`config.mk`:
```
export PLATFORM = sky130hd
export DESIGN_NAME = mfb_ctrl
export DESIGN_NICKNAME = d
export VERILOG_FILES = /design/src/sv/mfb_pkg.sv /design/src/sv/mfb_ctrl.sv
export SDC_FILE = /design/constraint.sdc
export NUM_CORES = 1
export LEC_CHECK = 0
export ABC_AREA = 1
export BUFFER_PORTS_ARGS = -buffer_cell sky130_fd_sc_hd__buf_2
export CAP_MARGIN = 20
export CORE_AREA = 2 2 39 41
export DETAILED_ROUTE_END_ITERATION = 12
export DIE_AREA = 0 0 41 43
export GPL_ROUTABILITY_DRIVEN = 0
export PLACE_DENSITY = 0.62
export RECOVER_POWER = 25
export SLEW_MARGIN = 20
export SYNTH_ARGS = -nofsm -noshare
export SYNTH_HDL_FRONTEND = slang
export SYNTH_SLANG_ARGS = --single-unit
```
`constraint.sdc`:
```
create_clock -name aclk -period 1.15 [get_ports aclk]
set_input_delay 0.0575 -clock aclk [delete_from_list [all_inputs] [get_ports aclk]]
set_output_delay 0.0575 -clock aclk [all_outputs]
set_load 0.005 [all_outputs]
```
`src/sv/mfb_pkg.sv`:
```
// Shared constants, codes and controller/datapath types for the frame store.
package mfb_pkg;

    localparam int PANEL_WIDTH  = 128;
    localparam int PANEL_HEIGHT = 128;

    localparam int STORE_BYTES = (PANEL_WIDTH * PANEL_HEIGHT + 7) / 8;
    localparam int ROW_BYTES   = PANEL_WIDTH / 8;
    localparam int ADDR_W      = (STORE_BYTES > 1) ? $clog2(STORE_BYTES) : 1;
    localparam int PIX_IDX_W   = $clog2(PANEL_WIDTH * PANEL_HEIGHT + 1);

    localparam logic [1:0] REQ_WRITE = 2'd0;
    localparam logic [1:0] REQ_READ  = 2'd1;
    localparam logic [1:0] REQ_CLEAR = 2'd2;
    localparam logic [1:0] REQ_DUMP  = 2'd3;

    localparam logic [1:0] ROT_0   = 2'd0;
    localparam logic [1:0] ROT_90  = 2'd1;
    localparam logic [1:0] ROT_180 = 2'd2;
    localparam logic [1:0] ROT_270 = 2'd3;

    localparam logic [7:0] CHAR_AT      = 8'h40;
    localparam logic [7:0] CHAR_NEWLINE = 8'h0A;
    localparam logic [7:0] BIT0_MASK    = 8'h01;

    localparam logic [2:0] OUT_PIXEL = 3'd0;
    localparam logic [2:0] OUT_AT    = 3'd1;
    localparam logic [2:0] OUT_ROW   = 3'd2;
    localparam logic [2:0] OUT_BYTE  = 3'd3;
    localparam logic [2:0] OUT_NL    = 3'd4;

    localparam logic KIND_PIXEL  = 1'b0;
    localparam logic KIND_STREAM = 1'b1;

    typedef struct packed {
        logic       capture;
        logic       walk_inc;
        logic       walk_clr;
        logic       clear_wr;
        logic       pix_wr;
        logic       dump_rd;
        logic       out_load;
        logic [2:0] out_sel;
    } mfb_cmd_t;

    typedef struct packed {
        logic is_read;
        logic write_ok;
        logic dump_ok;
        logic walk_store_last;
        logic walk_row_last;
        logic out_free;
    } mfb_status_t;

endpackage

```
`src/sv/mfb_ctrl.sv`:
```
// Controller: sequences clear sweeps, pixel reads, pixel read-modify-write and row dumps.
module mfb_ctrl (
    input  logic                 aclk,
    input  logic                 aresetn,
    input  logic                 s_valid,
    input  logic [1:0]           s_req_type,
    output logic                 s_ready,
    input  mfb_pkg::mfb_status_t status,
    output mfb_pkg::mfb_cmd_t    cmd
);

    localparam logic [3:0] S_CLEAR     = 4'd0;
    localparam logic [3:0] S_IDLE      = 4'd1;
    localparam logic [3:0] S_PIX_WAIT  = 4'd2;
    localparam logic [3:0] S_PIX_DO    = 4'd3;
    localparam logic [3:0] S_DUMP_AT   = 4'd4;
    localparam logic [3:0] S_DUMP_ROW  = 4'd5;
    localparam logic [3:0] S_DUMP_WAIT = 4'd6;
    localparam logic [3:0] S_DUMP_BYTE = 4'd7;
    localparam logic [3:0] S_DUMP_NL   = 4'd8;

    logic [3:0] state_reg;
    logic [3:0] state_next;

    assign s_ready = (state_reg == S_IDLE);

    always_comb begin
        state_next   = state_reg;
        cmd          = '0;
        cmd.out_sel  = mfb_pkg::OUT_PIXEL;
        cmd.capture  = s_valid && s_ready;
        case (state_reg)
            S_CLEAR: begin
                cmd.clear_wr = 1'b1;
                if (status.walk_store_last) begin
                    cmd.walk_clr = 1'b1;
                    state_next   = S_IDLE;
                end else begin
                    cmd.walk_inc = 1'b1;
                end
            end
            S_IDLE: begin
                if (s_valid) begin
                    case (s_req_type)
                        mfb_pkg::REQ_WRITE: state_next = S_PIX_WAIT;
                        mfb_pkg::REQ_READ:  state_next = S_PIX_WAIT;
                        mfb_pkg::REQ_CLEAR: state_next = S_CLEAR;
                        mfb_pkg::REQ_DUMP:  state_next = S_DUMP_AT;
                        default:            state_next = S_IDLE;
                    endcase
                end
            end
            S_PIX_WAIT: begin
                state_next = S_PIX_DO;
            end
            S_PIX_DO: begin
                if (!status.is_read) begin
                    cmd.pix_wr = status.write_ok;
                    state_next = S_IDLE;
                end else if (status.out_free) begin
                    cmd.out_load = 1'b1;
                    cmd.out_sel  = mfb_pkg::OUT_PIXEL;
                    state_next   = S_IDLE;
                end
            end
            S_DUMP_AT: begin
                if (!status.dump_ok) begin
                    state_next = S_IDLE;
                end else if (status.out_free) begin
                    cmd.out_load = 1'b1;
                    cmd.out_sel  = mfb_pkg::OUT_AT;
                    state_next   = S_DUMP_ROW;
                end
            end
            S_DUMP_ROW: begin
                cmd.dump_rd = 1'b1;
                if (status.out_free) begin
                    cmd.out_load = 1'b1;
                    cmd.out_sel  = mfb_pkg::OUT_ROW;
                    state_next   = S_DUMP_WAIT;
                end
            end
            S_DUMP_WAIT: begin
                cmd.dump_rd = 1'b1;
                state_next  = S_DUMP_BYTE;
            end
            S_DUMP_BYTE: begin
                cmd.dump_rd = 1'b1;
                if (status.out_free) begin
                    cmd.out_load = 1'b1;
                    cmd.out_sel  = mfb_pkg::OUT_BYTE;
                    if (status.walk_row_last) begin
                        cmd.walk_clr = 1'b1;
                        state_next   = S_DUMP_NL;
                    end else begin
                        cmd.walk_inc = 1'b1;
                        state_next   = S_DUMP_WAIT;
                    end
                end
            end
            S_DUMP_NL: begin
                if (status.out_free) begin
                    cmd.out_load = 1'b1;
                    cmd.out_sel  = mfb_pkg::OUT_NL;
                    state_next   = S_IDLE;
                end
            end
            default: begin
                state_next = S_IDLE;
            end
        endcase
    end

    always_ff @(posedge aclk) begin
        if (!aresetn) begin
            state_reg <= S_CLEAR;
        end else begin
            state_reg <= state_next;
        end
    end

endmodule

```
# ---- After elaboration in Yosys (flattened, before gate mapping)
# Cells that the tools add are included.
dict set report word_totals {
  ff_bits 4
  out_inout_bits 11
  elab_cells 52
}
dict set report classes {
  eq_ne 16
  mux 29
  reduce_logical 6
}
# cell n
set op_table {}
lappend op_table {{$mux 4} 16}
lappend op_table {{$pmux 4 s9} 1}
lappend op_table {{$pmux 4 s5} 1}
lappend op_table {{$eq 4x3->1 const B} 4}
lappend op_table {{$pmux 4 s3} 1}
lappend op_table {{$eq 4x2->1 const B} 2}
lappend op_table {{$mux 1} 8}
lappend op_table {{$ne 2x2->1 const B} 4}
lappend op_table {{$reduce_and 5->1} 1}
lappend op_table {{$eq 2x2->1 const B} 2}
lappend op_table {{$eq 4x1->1 const B} 1}
lappend op_table {{$eq 4x4->1 const B} 1}
lappend op_table {{$logic_not 4->1} 1}
lappend op_table {{$pmux 2 s2} 1}
lappend op_table {{$ne 3x3->1 const B} 1}
lappend op_table {{$reduce_or 3->1} 1}
lappend op_table {{$eq 2x1->1 const B} 1}
lappend op_table {{$logic_not 2->1} 1}
lappend op_table {{$mux 2} 1}
lappend op_table {{$reduce_or 2->1} 1}
lappend op_table {{$logic_and 1x1->1} 1}

# ---- Depth between registers and ports, before layout
# Gate-level depths: netlist of run 1.
dict set report logic_depth {
  depth_word 5
  mapped_depth 9
}

# ---- Least setup slack after synthesis of run 1
# OpenSTA, ideal clock, no wires.
dict set report synth_path {
  path_type {register to register}
  from {register state_reg[3]}
  to {register state_reg[0]}
  setup_ns 0.112
  t_arrival_ns 1.030
  path_slack_ns 0.008
  stages_incl_launch_ff 10
  n_path_buf 1
  synth_period_minus_slack_ns 1.142
  path_cell_list {dfxtp_1 buf_6 nor2_4 nand3b_1 nand2_1 inv_1 nand2_2 nand2_1 nand2_1 nor2_2}
}
dict set report synth_via {
  elab_chain_len 3
  word_cells_on_any_way 16
}
# item line
set synth_rtl {}
lappend synth_rtl {{start: declaration} mfb_ctrl.sv:22} ;# logic [3:0] state_reg;
lappend synth_rtl {{start signal: assignment} mfb_ctrl.sv:118} ;# state_reg <= state_next;
lappend synth_rtl {{$eq 4x3->1 (tied with other cells)} mfb_ctrl.sv:32} ;# case (state_reg)
lappend synth_rtl {{$ne 3x3->1 (no source line) / $ne 2x2->1 (equally long branches)} --}
lappend synth_rtl {{$reduce_and 5->1 (no source line)} --}
# Several ways; a longest one is shown, not always the timed one.
# A chain may end at the register's enable or synchronous reset.

==> results of run 1 <==
worst min-delay path: cells and delay by family:
kind | cells | cell delay [ns]
simple gates | 2 | 0.11
buf+inv | 1 | 0.10
area by class of cell:
cell class	count	area (um2)
clock buffer	3	22.52
fill	123	560.5
inverter	12	47.55
multi-input combinational	60	397.9
sequential	4	95.09
tap	16	20.02
timing repair buffer	37	240.2
final timing paths:
| kind | endpoint | cells past startpoint | slack [ns] | startpoint |
|---|---|---|---|---|
| setup / recovery | cmd[3] | 6 | -0.17 | state_reg[3] |
| hold / removal | state_reg[0] | 3 | 0.07 | aresetn |
| hold reg to reg | state_reg[2] | 4 | 0.67 | state_reg[0] |
| setup reg to reg | state_reg[0] | 9 | -0.09 | state_reg[3] |
power groups by stage:
stage	registers, uW	logic [uW]	clock network, uW
finish	205	651	176
CTS	207	626	184
detailed placement	188	464	0
floorplan	184	285	0
global route	210	712	194
global placement	185	461	0
stage by stage:
step | hold WS [ns] | total power (uW) | util (%) | setup slack [ns] | instances
after global routing | 0.09218 | 1116 | 59.49 | -0.2391 | 132
after global placement | 0.3176 | 646.4 | 45.48 | -0.1293 | 120
final | 0.07347 | 1032 | 59.49 | -0.1714 | 132
after CTS | 0.07172 | 1017 | 57.69 | -0.1323 | 130
after detailed placement | 0.3308 | 652.1 | 45.48 | -0.1182 | 120
after floorplan | 0.1461 | 468.8 | - | 0.008059 | 77
synthesized netlist by cell type:
library cell	number
nor3_1	1
nand3_1	11
nand3_2	1
o211ai_1	1
o21ai_0	3
a22oi_1	1
a32o_1	1
nor2_1	7
inv_2	2
inv_1	10
nand2_2	4
nand4_1	3
dfxtp_1	4
a21oi_2	1
nand2_1	17
a21oi_1	2
nor2_8	1
nor2_4	1
buf_6	1
nor2_2	3
a31oi_1	1
nand3b_1	1
logic make-up after synthesis:
group           synth area share, %
simple gates                  56.49
compound gates                14.06
buf+inv                       12.16
flops                         17.30
layout by cell type (no fill, tap or decap), drive strengths merged:
cell,instances
buf,37
nand2,21
inv,12
nand3,12
nor2,12
dfxtp,4
nand4,3
clkbuf,3
o21ai,3
a21oi,3
nor3,1
a32o,1
a31oi,1
o211ai,1
nand3b,1
a22oi,1
per-layer routing:
metal	vias to the layer above	global-route usage, %
li1	338	-
met1	301	20.51
met2	34	39.69
met3	8	3.141
met4	0	15.33
met5	-	0
timing repair:
item                                    4_1_cts  5_1_grt
pin swaps                                     9        3
cloned                                        0        0
gates resized for setup                      29        5
hold buffers                                  0        0
endpoints found under the setup margin       15       15
setup buffers                                 7        2
==> impl_metrics.ini, run 1 <==
[outcome]
status = complete, but fails checks
violations = setup timing

[grt]
antenna_found_initial = 0
grt_pass1_wl_mm = 2.635
grt_start_max_net_pins = 8
overflow = 0
grt_use_total_pct = 22.07
grt_pass1_vias = 651

[die]
start_util_pct = 33.45
io_pins = 22
die_width_um = 41
core_area_mm2 = 0.001384
dieHeight_um = 43
rows = 14
dieArea_mm2 = 0.001763

[route]
m1WireLength_um = 630
drc = 0
routed.top_layer = met4
route.met3.wl_um = 74
route.met2.wl_um = 895
drt_iter0_drc = 12
drt-pass1-iter-count = 4
wirelength_mm = 1.688
avgViaCountPerCell = 5.159
wl_per_cell_um = 12.79
num_vias = 681
antenna_left = 0

[power]
pwr-share-seq_pct = 19.9
p_sw_uw = 437.3
p_leak_uw = 0.0004224
pwr_density_cell_mw_per_mm2 = 1254
internal_power_uw = 594.9
swShare_pct = 42.37
p_clk_share_pct = 17.0
ir_worst_vdd_uv = 613.8
p_comb_share_pct = 63.1

[clock_tree]
cts_tree = yes
cts_buffer_depth = 2
path_clk_slew_ns = 0.04
cts.sinks = 4
cts_buffers = 3
htree_levels = 1
cts_root_buffer = clkbuf_4
clkLatencyLatePin_ns = 0.24

[final_layout]
largest_reg_flops = 4
area_growth_pct = 77.84
layout.nets = 129
final_area_um2 = 823.3
drive_gt1_share_pct = 62.93
diodes = 0

[critical_path]
cp_data_required_time_ns = 1.09
worstPathArrival_ns = 1.26
critPathMostFrequentCell = nand2_1
cp_slowest_stage_delay_ns = 0.35
worst_setup_path_end_kind = primary output
crit_chain = nor2_4 -> nand3_2 -> nand2_1 -> nand2_1 -> o211ai_1 -> buf_2
worst-path-buf-inv = 1
critical_path.top_delay_family = simple AND/OR/NAND/NOR gates
slowest_stage = dfxtp_4
cp-start-kind = flop
path_max_fanout = 5
path_class = reg -> out

[synth]
synth_cells = 77
avgSynthCellArea_um2 = 6.012
seq_area_frac_synth_pct = 17.30
yosys-top-cells-area = dfxtp_1, nand2_1, nand3_1
syn-num-nets = 88
synth_cell_type_count = 22
synth_top_cell_area_share_pct = 17.30
syn_area_um2 = 462.9
synth_area_leader_cell = dfxtp_1
synth_warnings = 0
synth-seq-cells = 4

[timing]
finalCritPeriodShare_pct = 114.9
hold_viol = 0
fin_crit_ns = 1.321
finalSetupTns_ns = -1.100
setup_violations = 13
skew_ns = 0.002694
rsz0062_at_grt = yes
clock.fmax_ghz = 0.7568
worst_pin_slew_ns = 0.2757
worst_slack_ns = -0.1714
slew_violations = 0
maxSlewHeadroom_pct = 81.60

[placement]
dpl-instance-area_um2 = 629.4
port_buffers = 21
detailed_place_hpwl_mm = 1.067

[run]
max_cap_viol_count = 0

[worst_hold_path]
hold_class = in -> reg
Power figures use the tool's default switching activity.
==> inputs of run 2 (changes only) <==
--- a/config.mk
+++ b/config.mk
@@ -14,6 +14,7 @@
 export GPL_ROUTABILITY_DRIVEN = 0
 export PLACE_DENSITY = 0.62
 export RECOVER_POWER = 25
+export SETUP_SLACK_MARGIN = 0.5
 export SLEW_MARGIN = 20
 export SYNTH_ARGS = -nofsm -noshare
 export SYNTH_HDL_FRONTEND = slang
==> run 2 against run 1 <==
The flow still finishes with violations (setup timing). Combinational power up 7.2%. Register-to-register slack worse by 0.07 ns. Setup slack worse by 0.062 ns. Critical path type unchanged. Largest cell class unchanged.
==> impl_metrics.ini, run 2 (synthesized netlist as in run 1, its figures left out) <==
[power]
pwr_density_cell_mw_per_mm2 = 1348
p_comb_share_pct = 63.4
pwr-share-seq_pct = 19.1
ir_worst_vdd_uv = 920.2
p_total_uw = 1100
internal_power_uw = 659.3
p_clk_share_pct = 17.5
p_leak_uw = 0.0004127
p_sw_uw = 440.6
swShare_pct = 40.06

[critical_path]
worstPathArrival_ns = 1.33
worst-path-buf-inv = 3
cp_slowest_stage_delay_ns = 0.36
path_class = reg -> out
crit_chain = buf_6 -> inv_4 -> nand2_4 -> nor2_4 -> a31oi_1 -> o211ai_1 -> buf_2
cp-start-kind = flop
slowest_stage = dfxtp_2
path_max_fanout = 4
cp_data_required_time_ns = 1.09
worst_setup_path_end_kind = primary output
critical_path.top_delay_family = flip-flops

[route]
drc = 0
wirelength_mm = 1.532
wl_per_cell_um = 11.61
drt_iter0_drc = 18
drt-pass1-iter-count = 4
antenna_left = 0
avgViaCountPerCell = 5.015
num_vias = 662

[final_layout]
drive_gt1_share_pct = 60.34
final_util_pct = 58.95
n_fill_cell = 145
largest_reg_flops = 4
final_cell_mix = buf_2, nand2_1, nand3_1
area_growth_pct = 76.22
diodes = 0
layout_commonest_cell = buf_2
layout.cells.non_filler = 132
layout.nets = 128

[grt]
antenna_found_initial = 0
grt_start_max_net_pins = 8
grt_pass1_wl_mm = 2.228
grt_use_total_pct = 17.87
overflow = 0
grt_pass1_vias = 566

[die]
die_width_um = 41
start_util_pct = 33.45
rows = 14
dieArea_mm2 = 0.001763
dieHeight_um = 43
io_pins = 22
core_area_mm2 = 0.001384

[clock_tree]
cts_tree = yes
cts_buffer_depth = 2
htree_levels = 1
cts_root_buffer = clkbuf_4
path_clk_slew_ns = 0.04
cts.sinks = 4
holdBufCountCts = 0
clkLatencyLatePin_ns = 0.24
cts_buffers = 3

[timing]
hold_viol = 0
slew_violations = 0
setup_violations = 14
rsz0062_at_grt = yes
maxSlewHeadroom_pct = 82.82
clock.fmax_ghz = 0.7228
worst_slack_ns = -0.2335
worst_pin_slew_ns = 0.2574
finalCritPeriodShare_pct = 120.3
skew_ns = 0.001825
fin_crit_ns = 1.384
finalSetupTns_ns = -1.796

[outcome]
status = complete, but fails checks
violations = setup timing

[placement]
port_buffers = 21
pre_cts_ws_ns = -0.07031
dp.cells = 120
detailed_place_hpwl_mm = 1.058

[run]
max_cap_viol_count = 0

[worst_hold_path]
hold_class = in -> reg
==> run 2: final cells by class <==
type                            count  area (um2)  share of cell area [%]
Sequential cell                     4       92.59                   11.35
Tap cell                           16       20.02                   2.454
Inverter                           12       47.55                   5.828
Multi-Input combinational cell     60       385.4                   47.24
Timing Repair Buffer               36       244.0                   29.91
Clock buffer                        4       26.28                   3.221
==> run 2: path summary, 6_finish.rpt <==
kind                startpoint      endpoint  slack, ns  cells after the start
hold / removal         aresetn  state_reg[0]       0.05                      3
setup / recovery  state_reg[3]        cmd[3]      -0.23                      7
hold reg to reg   state_reg[2]  state_reg[3]       0.67                      4
setup reg to reg  state_reg[0]  state_reg[0]      -0.16                     10
==> run 2: what timing repair did <==
action                                  4_1_cts  5_1_grt
gates resized for setup                      13       10
pin swaps                                     5       13
buffers inserted                              3        5
endpoints found under the setup margin       15       15
==> run 2: per-stage QoR <==
step	hold slack, ns	instance area [um2]
2_1_floorplan	0.1419	491.7
3_3_place_gp	0.3084	658.1
3_5_place_dp	0.3108	658.1
4_1_cts	0.05870	748.2
5_1_grt	0.04959	815.8
6_report	0.05183	815.8
==> run 2: routing by layer <==
metal | track usage (%) | share of wire [%] | up-vias
li1 | - | - | 336
met1 | 19.61 | 41 | 303
met2 | 31.87 | 55 | 23
met3 | 4.712 | 4.1 | 0
met4 | 4.000 | 0 | 0
met5 | 0 | 0 | -
==> run 2: worst min-delay path: cells and delay by family <==
kind                   cells  cell delay [ns]
buffers and inverters      1             0.10
AND/OR/NAND/NOR            2             0.09
==> run 2: power groups by stage <==
stage               Combinational, uW  Clock [uW]  Sequential (uW)
finish                            698         192              210
global route                      758         212              214
CTS                               543         198              207
detailed placement                478           0              206
global placement                  479           0              207
floorplan                         308           0              201
==> inputs of run 3 (changes only) <==
--- a/config.mk
+++ b/config.mk
@@ -12,7 +12,7 @@
 export DETAILED_ROUTE_END_ITERATION = 12
 export DIE_AREA = 0 0 41 43
 export GPL_ROUTABILITY_DRIVEN = 0
-export PLACE_DENSITY = 0.62
+export PLACE_DENSITY_LB_ADDON = 0.3
 export RECOVER_POWER = 25
 export SETUP_SLACK_MARGIN = 0.5
 export SLEW_MARGIN = 20
==> run 3 against run 2 <==
Critical endpoint unchanged. Non-clock buffer count up 10. Die area unchanged. Global-route usage up 2.4 points. Flip-flop and latch count unchanged. The flow still finishes with violations (setup timing). Power up 11%. Setup slack better by 0.016 ns. Design area up 18%.
==> impl_metrics.ini, run 3 (synthesized netlist as in run 1, its figures left out) <==
[placement]
port_buffers = 21
dpl-instance-area_um2 = 665.6
pre_cts_ws_ns = -0.05828
detailed_place_hpwl_mm = 1.075

[critical_path]
reg2reg_from = state_reg[2]
reg2reg_slack_ns = -0.11
r2r_cells = 8
worst_setup_path_end_kind = primary output
worstPathArrival_ns = 1.31
path_class = reg -> out
cp_data_required_time_ns = 1.09
r2r-end = state_reg[0]
cp-start-kind = flop
path_max_fanout = 4

[timing]
slew_violations = 0
setup_violations = 14
worst_slack_ns = -0.2180
skew_ns = 0.001591
rsz0062_at_grt = yes
hold_viol = 0
finalSetupTns_ns = -1.979
clock.fmax_ghz = 0.7310
finalCritPeriodShare_pct = 119.0
timing.hold.ws_ns = 0.06369
fin_crit_ns = 1.368
maxSlewHeadroom_pct = 82.97
worst_pin_slew_ns = 0.2552

[final_layout]
n_fill_cell = 109
final_area_um2 = 965.9
area_growth_pct = 108.6
largest_reg_flops = 4
diodes = 0
drive_gt1_share_pct = 65.87
layout.nets = 138
layout_commonest_cell = buf_2
final_cell_mix = buf_2, nand2_1, buf_4

[power]
p_leak_uw = 0.0004895
ir_worst_vdd_uv = 787.5
pwr_density_cell_mw_per_mm2 = 1263
p_total_uw = 1220

[clock_tree]
path_clk_slew_ns = 0.04
cts_buffer_depth = 2
cts.sinks = 4
cts_buffers = 3
holdBufCountCts = 0
cts_tree = yes
htree_levels = 1
clkLatencyLatePin_ns = 0.24
cts_root_buffer = clkbuf_4

[die]
dieArea_mm2 = 0.001763
dieHeight_um = 43
io_pins = 22
core_area_mm2 = 0.001384
die_width_um = 41
rows = 14
start_util_pct = 33.45

[outcome]
status = complete, but fails checks
violations = setup timing

[worst_hold_path]
whs_path_depth = 3
min-delay-start = aresetn
hold_end = state_reg[0]
hold_class = in -> reg

[route]
drc = 0
wl_per_cell_um = 13.35
avgViaCountPerCell = 5.225
drt_iter0_drc = 14
wirelength_mm = 1.895
drt-pass1-iter-count = 4
num_vias = 742
antenna_left = 0

[grt]
grt_start_max_net_pins = 9
antenna_found_initial = 0
overflow = 0
grt_pass1_wl_mm = 2.497
grt_use_total_pct = 20.28
grt_pass1_vias = 649

[run]
max_cap_viol_count = 0
-- run 3: changes by cell type in the layout (fill, tap and decap cells not counted), sizes merged --
cell  previous run  this run
buf             36        46
-- run 3: how the worst max path moves through the flow --
stage,startpoint,endpoint,cells past startpoint
global route,state_reg[3],cmd[3],7
CTS,state_reg[2],cmd[3],6
global placement,state_reg[2],state_reg[0],8
detailed placement,state_reg[2],state_reg[0],8
finish,state_reg[3],cmd[3],7
floorplan,state_reg[3],state_reg[0],9
-- run 3: timing repair --
item	4_1_cts	5_1_grt
resized for setup	25	12
pin swaps	16	15
setup endpoints to repair	15	15
buffers inserted	8	9
-- run 3: report_power, final --
part	leakage, uW	total (uW)	switching [uW]	internal [uW]
registers	0.0000355	222	55.3	166
logic	0.000439	802	386	416
clock network	0.0000150	197	65.8	131
-- run 3: area by class of cell --
cell class | count | area [um2] | share of cell area, %
inverters | 12 | 50.05 | 5.181
well taps | 16 | 20.02 | 2.073
flip-flops and latches | 4 | 95.09 | 9.845
repair buffers | 46 | 352.8 | 36.53
clock buffers | 4 | 26.28 | 2.720
multi-input cells | 60 | 421.7 | 43.65
-- run 3: per-stage QoR --
| step | util [%] | instances |
|---|---|---|
| 2_1_floorplan | - | 77 |
| 3_3_place_gp | 48.10 | 121 |
| 3_5_place_dp | 48.10 | 121 |
| 4_1_cts | 59.95 | 133 |
| 5_1_grt | 69.80 | 142 |
| 6_report | 69.80 | 142 |
-- run 3: worst max-delay path, stage by stage, from the launching register on --
cell      delay (ns)
dfxtp_4         0.35
buf_6           0.13
inv_4           0.05
nand2_4         0.06
nor2_4          0.15
a31oi_4         0.05
o211ai_1        0.15
buf_2           0.13
-- run 3: metal layers --
metal	global-route usage (%)	wire length [um]	up-vias	share of wire, %
li1	-	-	357	-
met1	24.44	789	358	42
met2	33.44	1015	25	54
met3	6.283	71	2	3.7
met4	4.667	19	0	1.0
met5	0	0	-	0
